$ cat src/rtl/dobbq_pkg.sv
`timescale 1ns / 1ps
`default_nettype none
package dobbq_pkg;

	// queue geometry
	localparam int QUEUE_DEPTH = 256;
	localparam int PTR_W       = $clog2(QUEUE_DEPTH);
	localparam int CNT_W       = $clog2(QUEUE_DEPTH + 1);

	// field widths
	localparam int SIZE_W = 24;
	localparam int OUT_CNT_W = 9;

	// register reset values
	localparam logic [SIZE_W-1:0] MAX_PAYLOAD_RST = 24'd1048576;
	localparam logic [SIZE_W-1:0] BYTE_BUDGET_RST = 24'd4194304;

	// register indexes (paddr[2])
	localparam logic REG_MAX_PAYLOAD = 1'b0;
	localparam logic REG_BYTE_BUDGET = 1'b1;

	// commands
	localparam logic CMD_ENQ = 1'b0;
	localparam logic CMD_DEQ = 1'b1;

	typedef struct packed {
		logic              cmd;
		logic [SIZE_W-1:0] event_size;
	} req_word_t;

	typedef struct packed {
		logic [OUT_CNT_W-1:0] dropped_old;
		logic                 accepted;
		logic                 pop_valid;
		logic [SIZE_W-1:0]    pop_size;
		logic [OUT_CNT_W-1:0] occupancy;
		logic [SIZE_W-1:0]    bytes_held;
	} rsp_word_t;

	typedef struct packed {
		logic [SIZE_W-1:0] max_payload_bytes;
		logic [SIZE_W-1:0] byte_budget;
	} cfg_t;

	typedef struct packed {
		logic [SIZE_W-1:0] a;
		logic [SIZE_W-1:0] b;
		logic              sub;
	} alu_req_t;

	// ring pointer advance with wrap
	function automatic logic [PTR_W-1:0] ptr_inc(input logic [PTR_W-1:0] p);
		logic [PTR_W-1:0] r;
		if (p == PTR_W'(QUEUE_DEPTH - 1)) begin
			r = '0;
		end else begin
			r = p + PTR_W'(1);
		end
		return r;
	endfunction

endpackage
`default_nettype wire

$ cat src/rtl/dobbq_alu.sv
`timescale 1ns / 1ps
`default_nettype none
module dobbq_alu (
	input  wire  dobbq_pkg::alu_req_t              op,
	output logic [dobbq_pkg::SIZE_W:0]             res
);
	import dobbq_pkg::*;

	logic [SIZE_W:0] sum;

	// one adder: a + b, or a - b via inverted operand and carry in
	always_comb begin
		sum = {1'b0, op.a} + {1'b0, (op.sub ? ~op.b : op.b)} + (SIZE_W + 1)'(op.sub);
		if (op.sub) begin
			// carry out set means a >= b; otherwise clamp to zero
			res = sum[SIZE_W] ? {1'b0, sum[SIZE_W-1:0]} : '0;
		end else begin
			res = sum;
		end
	end

endmodule
`default_nettype wire

$ cat config.mk
export PLATFORM = sky130hd
export DESIGN_NAME = dobbq_alu
export DESIGN_NICKNAME = d
export VERILOG_FILES = /design/src/rtl/dobbq_pkg.sv /design/src/rtl/dobbq_alu.sv
export SDC_FILE = /design/constraint.sdc
export NUM_CORES = 1
export LEC_CHECK = 0
export BUFFER_PORTS_ARGS = -buffer_cell sky130_fd_sc_hd__buf_4
export CAP_MARGIN = 20
export CELL_PAD_IN_SITES_DETAIL_PLACEMENT = 1
export CELL_PAD_IN_SITES_GLOBAL_PLACEMENT = 1
export CORE_MARGIN = 4
export CORE_UTILIZATION = 38
export DETAILED_ROUTE_END_ITERATION = 16
export PLACE_DENSITY = 0.95
export SYNTH_ARGS = -nofsm -noshare
export SYNTH_HDL_FRONTEND = slang
export SYNTH_SLANG_ARGS = --single-unit
$ cat constraint.sdc
create_clock -name vclk -period 7.2
set_input_delay 1.44 -clock vclk [all_inputs]
set_output_delay 1.44 -clock vclk [all_outputs]
set_load 0.05 [all_outputs]
==> impl.org <==
** Run status
- The flow ran to the end, and the final reports show no timing, DRC or antenna violations.

** Finish
- Post-route design area :: 0.00236 mm²
- The final layout contains a little over 400 nets.
- Sequential cell area :: 0 µm²
- Number of clock buffers in the layout :: 0
- The repair_antennas step left the layout with diodes totalling 0.
- The area growth from synthesis to layout is 30.1%.
- The design has 0 sequential cells.
- The post-route netlist has 25.6% of its cells at a drive strength greater than 1.

** Route
- Routed Antenna Nets :: 0
- Number of design rule violations left after detail routing :: 0
- Number of detailed-route iterations in the first pass :: 4
- In this run, the number of DRC markers left after iteration 0 of detailed routing was 130.
- After detailed routing, the average wire length per cell comes to between 15 and 20 µm.
- Vias per std cell :: about 5.7
- Sum of routed wire length over all layers :: between 6000 and 7000 µm
- The routed layout has 2167 vias.

** Global routing
- Global routing used about a fifth of the available tracks.
- Maximum number of pins on one net before global-route repair :: 27
- The via count of the first global-routing pass is 2351.
- Congestion Overflow GR :: 0
- The initial antenna violation count came to 0.
- Wire length of the first global-routing pass :: between 10000 and 15000 µm

** Clock tree
- Number of buffers inserted for hold repair after clock tree synthesis :: 0
- Post-CTS repair changed the size of 0 cells.
- After clock tree synthesis, the setup repair step added 0 buffers.

** Worst setup path
- Category of the critical setup timing path :: input pin to output pin
- Data on the critical path is required at its endpoint by 5.76 ns.
- Data arrives at the worst endpoint at between 4 and 5 ns.
- Worst Setup End Kind :: output pin
- Category of the worst setup path launch point :: input pin
- Along the worst path, the maximum fanout reaches 26.

** Logic synthesis
- Averaged over all synthesized cells, the footprint is approximately 6.8 µm².
- By instance count, the leading cell after synthesis is nor2_1.
- Sequential share of the synthesized area :: 0%
- Library cell occupying the most area in the post-synthesis netlist :: ha_1
- Of the post-synthesis cell area, the dominant cell type holds 16.5%.
- By area the synthesized netlist is led by ha_1, xor2_1, a21oi_1.
- During synthesis, Yosys emitted a total of 0 warnings.
- Cell area after synthesis :: roughly 0.0018 mm²
- After technology mapping, the gate count stands at about 270.
- Synthesis produced a netlist with a net count of 340.
- Distinct cell type count of the synthesized netlist :: 51
- Most frequent cells after synthesis :: nor2_1, a21oi_1, xor2_1, ha_1, nand2_1

** STA
- The final count of pins violating max slew was 0.
- Crit path time final :: between 6 and 7 ns
- The number of hold violations in the final report was 0.
- Measured slew at the worst slew-check pin :: 0.766 ns
- Setup violators final :: 0
- The worst path uses 84.8% of the clock period.
- Setup total negative slack on the finished layout was measured at 0 ns.
- Unrepaired setup endpoints after global routing :: no
- Relative slew slack :: 48.9%
- Static timing analysis puts the maximum clock frequency at 0.164 GHz.

** Place
- During placement, the flow inserted port buffers numbering 74.
- Summed over all nets, the half-perimeter wirelength after detailed placement is 5330 µm.
- Cell area after placement :: 0.00236 mm²
- Routability-driven placement finished with a final weighted congestion of 0.821.

** Die
- Top-level I/O count :: 74
- Number of core rows :: 24
- The die is 77.1 µm tall.
- Placeable Area :: 0.00450 mm²
- Measured along the x axis, the die boundary spans around 77 µm.
- The floorplan step defined a die boundary enclosing 0.00595 mm².
- Initial standard-cell utilization of the core :: 40.3%

** Hold path
- The worst hold path belongs to the class input pin to output pin.

** Power
- Total power divided by cell area :: 200 mW/mm²
- In this run the static leakage power is 1.13 nW.
- VDD sags by at most between 0.00009 and 0.0001 V.

** Flow run
- The tool flagged a number of max-cap violations equal to 0.
## path summary, 6_finish.rpt
check / start / end / slack [ns] / cells after the start
hold / removal: op[25] / res[0] / 3.32 / 4
setup / recovery: op[0] / res[17] / 1.09 / 12
## placed cells by master (no fill, tap or decap), types with 2 or more instances in the layout
| master | count |
|---|---|
| nor3_1 | 9 |
| and2_1 | 3 |
| nand4_1 | 4 |
| or3_1 | 2 |
| nand2_1 | 19 |
| o211ai_1 | 2 |
| o21ai_0 | 12 |
| inv_1 | 13 |
| a21oi_1 | 29 |
| o21ai_1 | 3 |
| nor2_1 | 37 |
| nand2b_1 | 2 |
| a41oi_1 | 2 |
| xnor2_1 | 12 |
| a211oi_1 | 3 |
| o21a_1 | 4 |
| ha_1 | 24 |
| nor2b_1 | 2 |
| buf_4 | 74 |
| xor2_1 | 29 |
| o31ai_1 | 2 |
| o221ai_1 | 2 |
| nand3_1 | 5 |
| a21o_1 | 9 |
| o2111ai_1 | 2 |
## final cells by class
cell class / count / area, µm²
multi-input combinational: 241 / 1690
fill: 618 / 2140
inverter: 13 / 48.8
tap: 52 / 65.1
timing repair buffer: 74 / 556
## kinds of logic (layout without fill, tap and decap cells)
kind of cell | after synthesis | in the layout | share of synthesized area [%]
simple gates | 91 | 91 | 23.7
compound gates | 83 | 83 | 31.4
xor+xnor | 41 | 41 | 19.8
fa+ha+maj | 25 | 25 | 17.6
buf+inv | 25 | 87 | 6.75
mux | 1 | 1 | 0.757
## power breakdown
part           switching, mW  internal, mW
Combinational          0.313         0.160
Clock                      0             0
Sequential                 0             0
Total                  0.313         0.160
## stage by stage
stage / cells / power, mW / utilization (%) / hold slack, ns / setup WS, ns
finish: 380 / 0.473 / 52.5 / 3.32 / 1.09
global route: 380 / 0.510 / 52.5 / 3.33 / 0.864
CTS: 380 / 0.474 / 52.5 / 3.32 / 1.14
detailed placement: 380 / 0.472 / 52.5 / 3.31 / 1.15
global placement: 380 / 0.460 / 52.5 / 3.29 / 1.20
floorplan: 266 / 0.342 / - / 3.16 / 1.13
## critical path: stages
cell	delay, ns
buf_4	0.35
xor2_1	0.23
inv_1	0.08
fa_1	0.40
and2b_1	0.25
o2111ai_1	0.24
a311oi_1	0.59
o21ai_1	0.16
nand3_2	0.14
a21oi_4	0.20
nor4b_2	0.34
buf_4	0.24
## per-layer routing
metal / global-route usage (%) / up-vias / part of all wire (%)
met5: 0 / - / 0
met4: 2.67 / 0 / 1.0
met3: 1.76 / 6 / 4.6
met2: 38.7 / 58 / 51
met1: 25.6 / 1022 / 43
li1: - / 1081 / -
Power figures use the tool's default switching activity.
