File: src/rtl/dobbq_pkg.sv
`timescale 1ns / 1ps
`default_nettype none
package dobbq_pkg;

	// queue geometry
	localparam int QUEUE_DEPTH = 256;
	localparam int PTR_W       = $clog2(QUEUE_DEPTH);
	localparam int CNT_W       = $clog2(QUEUE_DEPTH + 1);

	// field widths
	localparam int SIZE_W = 24;
	localparam int OUT_CNT_W = 9;

	// register reset values
	localparam logic [SIZE_W-1:0] MAX_PAYLOAD_RST = 24'd1048576;
	localparam logic [SIZE_W-1:0] BYTE_BUDGET_RST = 24'd4194304;

	// register indexes (paddr[2])
	localparam logic REG_MAX_PAYLOAD = 1'b0;
	localparam logic REG_BYTE_BUDGET = 1'b1;

	// commands
	localparam logic CMD_ENQ = 1'b0;
	localparam logic CMD_DEQ = 1'b1;

	typedef struct packed {
		logic              cmd;
		logic [SIZE_W-1:0] event_size;
	} req_word_t;

	typedef struct packed {
		logic [OUT_CNT_W-1:0] dropped_old;
		logic                 accepted;
		logic                 pop_valid;
		logic [SIZE_W-1:0]    pop_size;
		logic [OUT_CNT_W-1:0] occupancy;
		logic [SIZE_W-1:0]    bytes_held;
	} rsp_word_t;

	typedef struct packed {
		logic [SIZE_W-1:0] max_payload_bytes;
		logic [SIZE_W-1:0] byte_budget;
	} cfg_t;

	typedef struct packed {
		logic [SIZE_W-1:0] a;
		logic [SIZE_W-1:0] b;
		logic              sub;
	} alu_req_t;

	// ring pointer advance with wrap
	function automatic logic [PTR_W-1:0] ptr_inc(input logic [PTR_W-1:0] p);
		logic [PTR_W-1:0] r;
		if (p == PTR_W'(QUEUE_DEPTH - 1)) begin
			r = '0;
		end else begin
			r = p + PTR_W'(1);
		end
		return r;
	endfunction

endpackage
`default_nettype wire

File: src/rtl/dobbq_ctrl.sv
`timescale 1ns / 1ps
`default_nettype none
module dobbq_ctrl (
	input  wire                              clk,
	input  wire                              arst_n,
	input  wire                              start,
	input  wire  dobbq_pkg::req_word_t       req,
	input  wire  dobbq_pkg::cfg_t            cfg,
	output logic                             busy,
	output logic                             done,
	output dobbq_pkg::rsp_word_t             rsp,
	output dobbq_pkg::alu_req_t              alu_op,
	input  wire  [dobbq_pkg::SIZE_W:0]       alu_res,
	output logic                             ram_we,
	output logic [dobbq_pkg::PTR_W-1:0]      ram_waddr,
	output logic [dobbq_pkg::SIZE_W-1:0]     ram_wdata,
	output logic                             ram_re,
	output logic [dobbq_pkg::PTR_W-1:0]      ram_raddr,
	input  wire  [dobbq_pkg::SIZE_W-1:0]     ram_rdata
);
	import dobbq_pkg::*;

	localparam logic [1:0] S_IDLE = 2'd0;
	localparam logic [1:0] S_CMD  = 2'd1;
	localparam logic [1:0] S_DROP = 2'd2;

	logic [1:0]        state_q, state_d;
	logic              cmd_q, cmd_d;
	logic [SIZE_W-1:0] size_q, size_d;
	logic [PTR_W-1:0]  head_q, head_d;
	logic [PTR_W-1:0]  tail_q, tail_d;
	logic [CNT_W-1:0]  count_q, count_d;
	logic [SIZE_W-1:0] total_q, total_d;
	logic [CNT_W-1:0]  drop_q, drop_d;
	logic              done_q, done_d;
	rsp_word_t         rsp_q, rsp_d;
	logic              over;
	logic              full;

	assign busy = (state_q != S_IDLE);
	assign done = done_q;
	assign rsp  = rsp_q;

	// shared adder: subtract a popped size, else add the new size
	assign alu_op.a   = total_q;
	assign alu_op.sub = (state_q == S_DROP) || (cmd_q == CMD_DEQ);
	assign alu_op.b   = alu_op.sub ? ram_rdata : size_q;

	assign over = (alu_res > {1'b0, cfg.byte_budget});
	assign full = (count_q == CNT_W'(QUEUE_DEPTH));

	// head read: at accept, and after each drop for the next oldest
	assign ram_re    = (start && !busy) || (state_q == S_DROP);
	assign ram_raddr = (state_q == S_DROP) ? ptr_inc(head_q) : head_q;
	assign ram_waddr = tail_q;
	assign ram_wdata = size_q;

	// sequencer
	always_comb begin
		state_d = state_q;
		cmd_d   = cmd_q;
		size_d  = size_q;
		head_d  = head_q;
		tail_d  = tail_q;
		count_d = count_q;
		total_d = total_q;
		drop_d  = drop_q;
		done_d  = 1'b0;
		rsp_d   = rsp_q;
		ram_we  = 1'b0;
		case (state_q)
			S_IDLE: begin
				if (start) begin
					cmd_d   = req.cmd;
					size_d  = req.event_size;
					drop_d  = '0;
					state_d = S_CMD;
				end
			end
			S_CMD: begin
				rsp_d.dropped_old = OUT_CNT_W'(drop_q);
				rsp_d.accepted    = 1'b0;
				rsp_d.pop_valid   = 1'b0;
				rsp_d.pop_size    = '0;
				if (cmd_q == CMD_DEQ) begin
					if (count_q != '0) begin
						head_d          = ptr_inc(head_q);
						count_d         = count_q - CNT_W'(1);
						total_d         = alu_res[SIZE_W-1:0];
						rsp_d.pop_valid = 1'b1;
						rsp_d.pop_size  = ram_rdata;
					end
					state_d = S_IDLE;
					done_d  = 1'b1;
				end else if (size_q == '0 || size_q > cfg.max_payload_bytes) begin
					state_d = S_IDLE;
					done_d  = 1'b1;
				end else if (count_q != '0 && (full || over)) begin
					state_d = S_DROP;
				end else begin
					// empty or room left: store unless the size alone is too big
					if (!over && !full) begin
						ram_we         = 1'b1;
						tail_d         = ptr_inc(tail_q);
						count_d        = count_q + CNT_W'(1);
						total_d        = alu_res[SIZE_W-1:0];
						rsp_d.accepted = 1'b1;
					end
					state_d = S_IDLE;
					done_d  = 1'b1;
				end
				rsp_d.occupancy  = OUT_CNT_W'(count_d);
				rsp_d.bytes_held = total_d;
			end
			S_DROP: begin
				head_d  = ptr_inc(head_q);
				count_d = count_q - CNT_W'(1);
				total_d = alu_res[SIZE_W-1:0];
				drop_d  = drop_q + CNT_W'(1);
				state_d = S_CMD;
			end
			default: begin
				state_d = S_IDLE;
			end
		endcase
	end

	// control state
	always_ff @(posedge clk or negedge arst_n) begin
		if (!arst_n) begin
			state_q <= S_IDLE;
			head_q  <= '0;
			tail_q  <= '0;
			count_q <= '0;
			total_q <= '0;
			drop_q  <= '0;
			done_q  <= 1'b0;
		end else begin
			state_q <= state_d;
			head_q  <= head_d;
			tail_q  <= tail_d;
			count_q <= count_d;
			total_q <= total_d;
			drop_q  <= drop_d;
			done_q  <= done_d;
		end
	end

	// payload
	always_ff @(posedge clk) begin
		cmd_q  <= cmd_d;
		size_q <= size_d;
		rsp_q  <= rsp_d;
	end

endmodule
`default_nettype wire
File: config.mk
export PLATFORM = sky130hd
export DESIGN_NAME = dobbq_ctrl
export DESIGN_NICKNAME = d
export VERILOG_FILES = /design/src/rtl/dobbq_pkg.sv /design/src/rtl/dobbq_ctrl.sv
export SDC_FILE = /design/constraint.sdc
export NUM_CORES = 1
export LEC_CHECK = 0
export ABC_AREA = 0
export BUFFER_PORTS_ARGS = -buffer_cell sky130_fd_sc_hd__buf_2
export CAP_MARGIN = 15
export CORE_MARGIN = 4
export CORE_UTILIZATION = 55
export CTS_CLUSTER_DIAMETER = 80
export DETAILED_ROUTE_END_ITERATION = 10
export GPL_ROUTABILITY_DRIVEN = 0
export PLACE_DENSITY = 0.86
export SLEW_MARGIN = 20
export SYNTH_ARGS = -nofsm -noshare
export SYNTH_HDL_FRONTEND = slang
export SYNTH_SLANG_ARGS = --single-unit
File: constraint.sdc
create_clock -name clk -period 4.91 [get_ports clk]
set_input_delay 0.491 -clock clk [delete_from_list [all_inputs] [get_ports clk]]
set_output_delay 0.491 -clock clk [all_outputs]
set_load 0.05 [all_outputs]
==> key figures <==
Logic synthesis
  – Yosys reg bits: 154
  – Ys flop type: edfxtp_1
  – Post-synth design cell area: 0.00847 mm²
  – Sequential element share of the synthesized area: 51.0%
  – Mapped Nets: 907
  – Synth top area share: 33.0%
  – Synth area leader: edfxtp_1
  – Top cells by area, synth: edfxtp_1 (33%), dfrtp_1 (18%), ha_1 (8.4%), mux2_4 (5.0%), mux2_2 (4.9%)
  – Synth warn: 0
  – Most common cell in the netlist: edfxtp_1
  – FFs w/ async S/R, synth: 39.6%
  – Mean Syn Cell Area: 11.7 µm²
  – Gate Count Post-Synth: 725
  – Post-synth cell types: 76
  – Top cells by count, synth: edfxtp_1 (93), inv_1 (66), dfrtp_1 (61)
  – EDFF count, synth: 93

Clock tree
  – Clk sink count: 154
  – CTS Hold Bufs: 0
  – Worst-Skew Late Latency: 0.42 ns
  – Clock transition at path regs: 0.06 ns
  – CTS tree: done
  – Clock root cell: clkbuf_16
  – Clock Path Buffers: 2
  – CTS Buf Count: 17
  – Cts repair resizes: 0
  – # H-tree levels: 4
  – Post-CTS Setup Bufs: 0

Final layout
  – Core Util, Final: 69.9%
  – Area Growth Syn to Fin: 25.0%
  – Nets: 1191
  – Share of post-route cells with drive strength above 1: 39.3%

Global routing
  – Met1 Use GR: 29.5%
  – Vias in the first global route: 6672
  – M2 GR Usage: 43.9%
  – Largest net degree at the start of global routing: 45
  – GRT met3 Usage: 5.88%
  – GRT Max-Usage Layer: met2
  – GRT Total Usage: 24.8%
  – Initial antenna violation count: 1
  – GRT Residual Overflow: 0
  – First-pass GRT wire length: 34500 µm

Floorplan
  – Core Box Area: 0.0151 mm²
  – Effective utilization at floorplan: 56.0%
  – # IOs: 286
  – Die Area: 0.0175 mm²
  – Die X: 132 µm
  – Row cnt: 45
  – Die Height: 132 µm

Critical path
  – Setup crit start: alu_res[22]
  – Crit path launch type: input port
  – Setup CP Type: in -> out
  – Critical Path RT: 4.42 ns
  – Worst R2R Setup Slack: 1.35 ns
  – RR Endpoint: rsp[3]
  – Worst setup EP type: output port
  – Critical path arrival: 3.27 ns
  – Worst-path fanout max: 12
  – CP endpoint: ram_we
  – R2R cell count: 12
  – Reg2Reg Launch Point: ram_wdata[23]

Route
  – Drt initial violations: 415
  – WL/cell: 18.1 µm
  – Vias: 6769
  – Routed vias/inst: 5.59
  – Final WL: 22000 µm
  – Post-DRT Antenna Nets: 0
  – Drt pass-1 iters: 5
  – DRC Markers: 0

Timing
  – Tcrit/Tclk final: 76.6%
  – Setup TNS: 0 ns
  – RSZ-0062 raised after global routing: no
  – Final hold vios: 0
  – Worst Skew: 0.0109 ns
  – Pins Over Slew Limit: 0
  – Final WS setup: 1.15 ns
  – Final Critical Period: 3.76 ns
  – Min Hold Slack: 0.0320 ns
  – Max-Slew Margin vs Limit: 29.0%
  – Setup violations, final: 0
  – Max Fclk: 0.266 GHz
  – Tightest Pin Transition: 1.06 ns

Power
  – Total power: 7.28 mW
  – Peak supply drop: 0.000377 V
  – Clk network pwr share: 16.9%
  – Leakage power: 5.03 nW
  – Sequential Power Share: 31.7%
  – NetSw: 3.60 mW
  – P_int: 3.68 mW
  – Power per cell area: 687 mW/mm²
  – Logic pwr share: 51.4%
  – Switching Fraction: 49.4%

Placement
  – Setup WS pre-CTS: 1.17 ns
  – HPWL after DPL: 16400 µm
  – PortBufs: 285

Outcome
  – Status: finished, final reports clean

Run
  – Max Cap Viol: 0

Worst hold path
  – Hold Path Class: in -> async
[layout make-up]
class / count / area [µm²]
sequential: 154 / 4320
tap: 188 / 235
clock inverter: 13 / 119
multi-input combinational: 476 / 3740
inverter: 66 / 248
antenna: 1 / 2.50
timing repair buffer: 294 / 1490
fill: 1077 / 4550
clock buffer: 19 / 433
[power by group through the flow]
| stage | combinational (mW) | sequential [mW] | clock [mW] |
|---|---|---|---|
| 3_3_place_gp | 3.69 | 2.31 | 0 |
| 4_1_cts | 3.77 | 2.31 | 1.25 |
| 6_report | 3.74 | 2.30 | 1.23 |
| 3_5_place_dp | 3.75 | 2.32 | 0 |
| 2_1_floorplan | 1.54 | 3.69 | 0 |
| 5_1_grt | 3.95 | 2.37 | 1.31 |
[stage by stage]
stage,instances,instance area (µm²)
floorplan,725,8470
global placement,1178,10000
detailed placement,1178,10000
CTS,1210,10600
global route,1211,10600
finish,1211,10600
[cells by family (layout without fill, tap and decap cells)]
kind of cell / after synthesis / count (layout) / synth area share [%]
AO/OA/AOI/OAI: 132 / 132 / 10.0
XOR/XNOR: 16 / 16 / 1.65
multiplexers: 75 / 75 / 11.2
flip-flops: 154 / 154 / 51.0
AND/OR/NAND/NOR: 196 / 196 / 12.8
adder cells (fa/ha/maj): 57 / 57 / 8.42
other: 0 / 1 / 0
buffers and inverters: 95 / 392 / 5.02
[registers in the layout, indices dropped and copies added (netlist names)]
name       cells
cmd_q          1
count_q        9
done           1
drop_q         9
head_q         8
ram_waddr      8
ram_wdata     24
rsp           68
state_q        2
total_q       24
[metal layers]
layer	up-vias	share of wire, %
li1	3225	-
met1	3228	39
met2	279	52
met3	37	6.8
met4	0	2.6
met5	-	0
[placed cells by master, fill, tap and decap left out, types with 16 or more instances in the layout]
cell       synthesis  final
and2_1            27     27
nand4_1           16     16
edfxtp_1          93     93
nand2_1           52     52
mux2_2            37     37
inv_1             66     66
o21ai_0           40     40
nor2_1            28     28
dfrtp_1           61     61
nand3_1           16     16
buf_2              3    285
a21oi_1           33     33
mux2_4            28     28
ha_1              57     56
clkbuf_16          0     17
[worst min path at each step]
stage,endpoint,cells past startpoint
floorplan,count_q[0],0
global placement,rsp[67],0
detailed placement,rsp[67],0
CTS,total_q[6],1
global route,total_q[7],1
finish,total_q[17],1
[worst max-delay path: stages]
cell and delay [ns]:
buf_2 0.12, ha_1 0.30, nand4b_2 0.16, o22ai_1 0.12, nor4_1 0.32, nand2_1 0.10
o21ai_1 0.74, nand3_4 0.26, nand3b_4 0.29, inv_1 0.11, buf_2 0.27
(Power assumes the default switching activity.)
